**src/hdl/rbc_pkg.sv**
```systemverilog
// ----------------------------------------------------------------------------
// rbc_pkg
// Types and constants of the relaxed body canonicalizer.
// ----------------------------------------------------------------------------
`default_nettype none

package rbc_pkg;

  localparam int BreakCountBitsDef = 16;
  localparam int OutBreakBits      = 16;

  localparam logic [7:0] ChTab = 8'h09;
  localparam logic [7:0] ChLf  = 8'h0A;
  localparam logic [7:0] ChCr  = 8'h0D;
  localparam logic [7:0] ChSp  = 8'h20;

  localparam logic [OutBreakBits-1:0] OutBreakMax = '1;

  typedef struct packed {
    logic [7:0] in_byte;
    logic       byte_present;
    logic       last_of_body;
  } in_item_t;

  typedef struct packed {
    logic [OutBreakBits-1:0] breaks_before;
    logic                    space_before;
    logic                    cr_before;
    logic [7:0]              out_byte;
    logic                    byte_valid;
    logic                    final_crlf;
    logic                    breaks_clipped;
  } out_item_t;

  // Input stage to core.
  typedef struct packed {
    logic     valid;
    in_item_t item;
  } stage_t;

endpackage

`default_nettype wire

```
**src/hdl/relaxed_body_canonicalizer.sv**
```systemverilog
// ----------------------------------------------------------------------------
// relaxed_body_canonicalizer
// Streaming relaxed body canonicalization, one body byte per transaction.
// ----------------------------------------------------------------------------
// One body byte in, one compressed result out, sustained at one transaction
// per cycle unless the output stalls. An input register feeds the decision
// logic writing the result register alongside the held line-break count,
// pending space and held CR. The break counter is BREAK_COUNT_BITS wide and
// saturates; the emitted count is clamped to 16 bits. A transaction with
// tlast closes the body with the final CRLF and returns state to reset.
`default_nettype none

module relaxed_body_canonicalizer #(
  parameter int BREAK_COUNT_BITS = rbc_pkg::BreakCountBitsDef
) (
  input  wire logic        clk,
  input  wire logic        rst,
  input  wire logic        s_axis_tvalid,
  output logic             s_axis_tready,
  input  wire logic [7:0]  s_axis_tdata,   // [7:0] in_byte
  input  wire logic        s_axis_tuser,   // [0] byte_present
  input  wire logic        s_axis_tlast,   // last_of_body
  output logic             m_axis_tvalid,
  input  wire logic        m_axis_tready,
  output logic [31:0]      m_axis_tdata,   // [15:0] breaks_before, [16] space_before,
                                           // [17] cr_before, [25:18] out_byte,
                                           // [26] breaks_clipped, [31:27] zero
  output logic             m_axis_tuser,   // [0] byte_valid
  output logic             m_axis_tlast    // final_crlf
);

  rbc_pkg::in_item_t  s_item;
  rbc_pkg::stage_t    stage;
  rbc_pkg::out_item_t m_item;
  logic               core_ready;

  assign s_item.in_byte      = s_axis_tdata;
  assign s_item.byte_present = s_axis_tuser;
  assign s_item.last_of_body = s_axis_tlast;

  rbc_in_reg u_in_reg (
    .clk        (clk),
    .rst        (rst),
    .s_valid    (s_axis_tvalid),
    .s_ready    (s_axis_tready),
    .s_item     (s_item),
    .stage      (stage),
    .core_ready (core_ready)
  );

  rbc_core #(
    .BREAK_COUNT_BITS (BREAK_COUNT_BITS)
  ) u_core (
    .clk        (clk),
    .rst        (rst),
    .stage      (stage),
    .core_ready (core_ready),
    .m_valid    (m_axis_tvalid),
    .m_ready    (m_axis_tready),
    .m_item     (m_item)
  );

  assign m_axis_tdata = {5'b0, m_item.breaks_clipped, m_item.out_byte,
                         m_item.cr_before, m_item.space_before,
                         m_item.breaks_before};
  assign m_axis_tuser = m_item.byte_valid;
  assign m_axis_tlast = m_item.final_crlf;

endmodule

`default_nettype wire

```
**src/hdl/rbc_in_reg.sv**
```systemverilog
// ----------------------------------------------------------------------------
// rbc_in_reg
// Input register stage; takes a transaction whenever it is empty or the core moves on.
// ----------------------------------------------------------------------------
`default_nettype none

module rbc_in_reg (
  input  wire logic              clk,
  input  wire logic              rst,
  input  wire logic              s_valid,
  output logic                   s_ready,
  input  wire rbc_pkg::in_item_t s_item,
  output rbc_pkg::stage_t        stage,
  input  wire logic              core_ready
);

  logic             valid;
  rbc_pkg::in_item_t item;

  assign s_ready     = !valid || core_ready;
  assign stage.valid = valid;
  assign stage.item  = item;

  always_ff @(posedge clk) begin
    if (rst) begin
      valid <= 1'b0;
    end else if (s_ready) begin
      valid <= s_valid;
    end
  end

  always_ff @(posedge clk) begin
    if (s_ready && s_valid) begin
      item <= s_item;
    end
  end

endmodule

`default_nettype wire

```
**src/hdl/rbc_core.sv**
```systemverilog
// ----------------------------------------------------------------------------
// rbc_core
// Line/space state, per-byte decision and the result register.
// ----------------------------------------------------------------------------
`default_nettype none

module rbc_core #(
  parameter int BREAK_COUNT_BITS = rbc_pkg::BreakCountBitsDef
) (
  input  wire logic                clk,
  input  wire logic                rst,
  input  wire rbc_pkg::stage_t     stage,
  output logic                     core_ready,
  output logic                     m_valid,
  input  wire logic                m_ready,
  output rbc_pkg::out_item_t       m_item
);

  localparam int CmpW = (BREAK_COUNT_BITS > rbc_pkg::OutBreakBits) ?
                        BREAK_COUNT_BITS : rbc_pkg::OutBreakBits;

  logic [BREAK_COUNT_BITS-1:0] held_breaks, held_breaks_next;
  logic                        held_space, held_space_next;
  logic                        held_cr, held_cr_next;
  logic                        count_clipped, count_clipped_next;
  rbc_pkg::out_item_t          res_next;

  logic       take;
  logic [7:0] b;
  logic       present, last, is_lf, is_cr, is_wsp, flush, over;
  logic [CmpW-1:0] held_ext;

  assign core_ready = !m_valid || m_ready;
  assign take       = stage.valid && core_ready;

  assign b       = stage.item.in_byte;
  assign present = stage.item.byte_present;
  assign last    = stage.item.last_of_body;
  assign is_lf   = (b == rbc_pkg::ChLf);
  assign is_cr   = (b == rbc_pkg::ChCr);
  assign is_wsp  = (b == rbc_pkg::ChSp) || (b == rbc_pkg::ChTab);
  assign flush   = present && !is_lf && (held_cr || (!is_wsp && !is_cr));

  assign held_ext = CmpW'(held_breaks);
  assign over     = held_ext > CmpW'(rbc_pkg::OutBreakMax);

  always_comb begin
    held_breaks_next   = held_breaks;
    held_space_next    = held_space;
    held_cr_next       = held_cr;
    count_clipped_next = count_clipped;
    res_next           = '0;

    if (present && is_lf) begin
      held_space_next = 1'b0;
      held_cr_next    = 1'b0;
      if (held_breaks == '1) begin
        count_clipped_next = 1'b1;
      end else begin
        held_breaks_next = held_breaks + 1'b1;
      end
    end else if (present) begin
      if (flush) begin
        res_next.breaks_before  = over ? rbc_pkg::OutBreakMax
                                       : held_ext[rbc_pkg::OutBreakBits-1:0];
        res_next.breaks_clipped = over || count_clipped;
        res_next.space_before   = held_space;
        res_next.cr_before      = held_cr;
        held_breaks_next        = '0;
        count_clipped_next      = 1'b0;
        held_space_next         = 1'b0;
        held_cr_next            = 1'b0;
      end
      if (is_cr) begin
        held_cr_next = 1'b1;
      end else if (is_wsp) begin
        held_space_next = 1'b1;
      end else begin
        res_next.out_byte   = b;
        res_next.byte_valid = 1'b1;
      end
    end

    if (last) begin
      res_next.final_crlf = 1'b1;
      held_breaks_next    = '0;
      held_space_next     = 1'b0;
      held_cr_next        = 1'b0;
      count_clipped_next  = 1'b0;
    end
  end

  always_ff @(posedge clk) begin
    if (rst) begin
      held_breaks   <= '0;
      held_space    <= 1'b0;
      held_cr       <= 1'b0;
      count_clipped <= 1'b0;
      m_valid       <= 1'b0;
    end else begin
      if (take) begin
        held_breaks   <= held_breaks_next;
        held_space    <= held_space_next;
        held_cr       <= held_cr_next;
        count_clipped <= count_clipped_next;
      end
      if (core_ready) begin
        m_valid <= stage.valid;
      end
    end
  end

  always_ff @(posedge clk) begin
    if (take) begin
      m_item <= res_next;
    end
  end

endmodule

`default_nettype wire

```
**config.mk**
```make
export PLATFORM = sky130hd
export DESIGN_NAME = relaxed_body_canonicalizer
export DESIGN_NICKNAME = d
export VERILOG_FILES = /design/src/hdl/rbc_pkg.sv /design/src/hdl/relaxed_body_canonicalizer.sv /design/src/hdl/rbc_in_reg.sv /design/src/hdl/rbc_core.sv
export SDC_FILE = /design/constraint.sdc
export NUM_CORES = 1
export LEC_CHECK = 0
export BUFFER_PORTS_ARGS = -buffer_cell sky130_fd_sc_hd__buf_4
export CAP_MARGIN = 5
export CORE_AREA = 2 2 77 79
export DETAILED_ROUTE_END_ITERATION = 8
export DIE_AREA = 0 0 79 81
export GPL_TIMING_DRIVEN = 0
export PLACE_DENSITY = 0.74
export SYNTH_ARGS = -nofsm -noshare
export SYNTH_HDL_FRONTEND = slang
export SYNTH_HIERARCHICAL = 1
export SYNTH_SLANG_ARGS = --single-unit
```
**constraint.sdc**
```tcl
create_clock -name clk -period 2.4 [get_ports clk]
set_clock_uncertainty 0.05 [all_clocks]
set_input_delay 0.36 -clock clk [delete_from_list [all_inputs] [get_ports clk]]
set_output_delay 0.36 -clock clk [all_outputs]
set_load 0.01 [all_outputs]
```
==> metrics.csv <==
stage,metric,value,unit
timing,setup-violations-final,0,
placed_design,io_buffers,44,
die,num_rows,28,
worst_setup_path,crit_path_cell_trace,"buf_4, and2_2, nand2_1, or4_2, a31oi_1",
yosys,yosys.area.top_type,edfxtp_1,
clock_tree,hold_buffers,0,
yosys,synth_area_per_cell,11.80,um2
grt,grt_antenna_before_repair,0,
detailed_routing,via_per_inst,5.350,
die,core,0.005675,mm2
yosys,ys_ff_latch,60,
timing,worst_slack,188.0,ps
clock_tree,insertion_delay,340,ps
hold_path,min_path_type,in -> reg,
timing,relSlewSlack,53.29,%
detailed_routing,routedWlPerCell,13.85,um
pwr,power.density,679.2,mW/mm2
yosys,yosysWarnings,6,
worst_setup_path,cp-start-kind,flip-flop,
yosys,synth_top_family_by_area,simple AND/OR/NAND/NOR gates,
pwr,irDropWorstVdd,0.3815,mV
yosys,syn-instance-count,230,
detailed_routing,wirelength,5109,um
pwr,intPower,1.821,mW
worst_setup_path,timing.rr.start,u_in_reg/valid,
clock_tree,numCtsBuffers,9,
timing,rsz0062_at_grt,false,
cells_and_area,nets,304,
clock_tree,cts_sinks,60,
worst_setup_path,slowest_stage,or4_2,
yosys,synth_area_leaders,"edfxtp_1 (43%), dfxtp_1 (15%), and2_1 (6.2%)",
yosys,synth.top_cell.area_share,43.15,%
cells_and_area,antennaDiodeCount,0,
detailed_routing,drtAntennaViolNets,0,
grt,grt_max_degree,33,
die,dieArea,0.006399,mm2
timing,worst_pin_slew,700.6,ps
die,die_x,79,um
pwr,power,2.304,mW
clock_tree,clockBufferDepth,2,
die,die_y,81,um
pwr,p_leak,1.250,nW
pwr,p_clk_share,43.0,%
worst_setup_path,critical-path-top-delay-family,simple AND/OR/NAND/NOR gates,
detailed_routing,route.vias.total,1974,
cells_and_area,layout-drive-gt1-share,31.29,%
yosys,synthMuxAreaShare,0.4149,%
clock_tree,root_buffer,clkbuf_8,
yosys,synth_compound_area_share,10.05,%
yosys,yosys.area_share.simple,24.67,%
worst_setup_path,arrival,2430,ps
yosys,yosysMostFrequentCell,edfxtp_1,
worst_setup_path,critPathBufInv,1,
pwr,switching_share,20.98,%
yosys,ys_async_sr_fraction,0,%
yosys,synth-xor-area-share,0,%
pwr,p_comb_share,6.7,%
hold_path,worstHoldStart,s_axis_tdata[0],
worst_setup_path,endpoint_kind,flip-flop,
placed_design,gp_congestion,0.9039,
die,io_pins,50,
yosys,synth_edf_count,39,
pwr,seqPwrFrac,50.3,%
clock_tree,cts_tree,yes,
worst_setup_path,critPathKind,reg -> reg,
worst_setup_path,crit_path_max_incr_delay,670,ps
detailed_routing,drtIter0Drc,136,
clock_tree,post-cts-setup-buffer-count,0,
cells_and_area,nFillCells,497,
worst_setup_path,cp_max_fo,32,
timing,period_share,92.17,%
grt,first_global_vias,1723,
die,initial_utilization,47.82,%
yosys,netlist_area,0.002714,mm2
yosys,synthFlopType,edfxtp_1,
yosys,ys_seq_area_share,58.64,%
pwr,power_switching,0.4833,mW
yosys,synth_common_cells,"edfxtp_1 (39), and2_1 (27), dfxtp_1 (21)",
clock_tree,clk_pin_slew,70,ps
grt,grt_overflow,0,
clock_tree,htree_num_levels,3,
worst_setup_path,rrSetupSlack,190,ps
timing,period_needed,2212,ps
status,status,completed,
yosys,yosysUniqueCellTypes,52,
timing,final_max_slew_viol_count,0,
grt,grt_first_pass_wirelength,8245,um
cells_and_area,area_growth,24.99,%
placed_design,place_hpwl,3564,um
worst_setup_path,setup.worst_path.start,u_in_reg/valid,
flow_run,drv_cap,0,
timing,hold_viol,0,
worst_setup_path,worstPathRequired,2620,ps
detailed_routing,firstDrtPassIters,4,
yosys,synthAdderAreaFrac,0.4610,%
timing,max_freq,0.4521,GHz
grt,grt_usage,17.24,%
detailed_routing,drc_errors,0,
placed_design,pre_cts_ws,-448.7,ps
[power groups by stage]
stage	logic [mW]	registers, mW	clock network, mW
final	0.154	1.16	0.992
after global routing	0.168	1.16	1.05
after CTS	0.155	1.16	1.01
after detailed placement	0.155	1.18	0
after global placement	0.152	1.18	0
after floorplan	0.0710	1.19	0
[layout make-up]
class / instances / area, um2 / share of cell area (%)
tap: 75 / 93.84 / 2.767
multi-input combinational: 154 / 1005 / 29.62
sequential: 60 / 1593 / 46.96
timing repair buffer: 44 / 330.3 / 9.738
buffer: 14 / 130.1 / 3.836
clock buffer: 12 / 145.1 / 4.279
inverter: 6 / 22.52 / 0.6640
clock inverter: 4 / 72.57 / 2.139
[final timing paths]
kind / end / cells past startpoint
worst max-delay path: u_core/held_breaks[15] / 5
worst min register to register: u_core/count_clipped / 2
worst max register to register: u_core/held_breaks[15] / 5
worst min-delay path: u_in_reg/stage[2] / 1
[flip-flops by register name, indices dropped and copies added (netlist names)]
register / count
u_in_reg/stage: 10
u_core/held_breaks: 16
u_core/m_item: 29
u_core/m_valid: 1
u_core/count_clipped: 1
u_core/held_space: 1
u_core/held_cr: 1
u_in_reg/valid: 1
[cell families (layout without fill, tap and decap cells)]
family                     after synthesis  in the layout
AOI/OAI and AO/OA                       42             42
DFF                                     60             60
muxes                                    1              1
buffers and inverters                   20             80
other                                    1              5
and+or+nand+nor                        105            105
adders and majority gates                1              1
[placed cells by master (no fill, tap or decap), types with 10 or more instances in the layout]
cell,instances
edfxtp_1,39
a21oi_1,17
nand3_1,14
dfxtp_1,20
nor2_1,10
and2_1,26
o31ai_1,11
clkbuf_8,10
buf_4,51
or4_1,12
[through the flow]
step           cells  utilization, %  cell area, um2  hold slack [ps]  setup TNS (ps)
3_5_place_dp     353           55.56            3153            386.5          -520.0
4_1_cts          369           59.41            3372            129.2               0
6_report         369           59.77            3392            144.6               0
3_3_place_gp     353           55.56            3153            383.8          -413.8
5_1_grt          369           59.77            3392            133.1               0
2_1_floorplan    234               -            2729            370.9               0
[metal layers]
| metal | share of wire [%] | up-vias | track usage (%) |
|---|---|---|---|
| met4 | 1.8 | 0 | 7.759 |
| met5 | 0 | - | 0 |
| met2 | 47 | 69 | 27.88 |
| li1 | - | 980 | - |
| met3 | 7.8 | 9 | 5.333 |
| met1 | 43 | 916 | 21.35 |
[repair_timing]
action,in CTS,in global routing
resized for setup,1,4
setup endpoints to repair,1,20
pin swaps,0,1
hold endpoints to repair,0,0
Power figures use the tool's default switching activity.
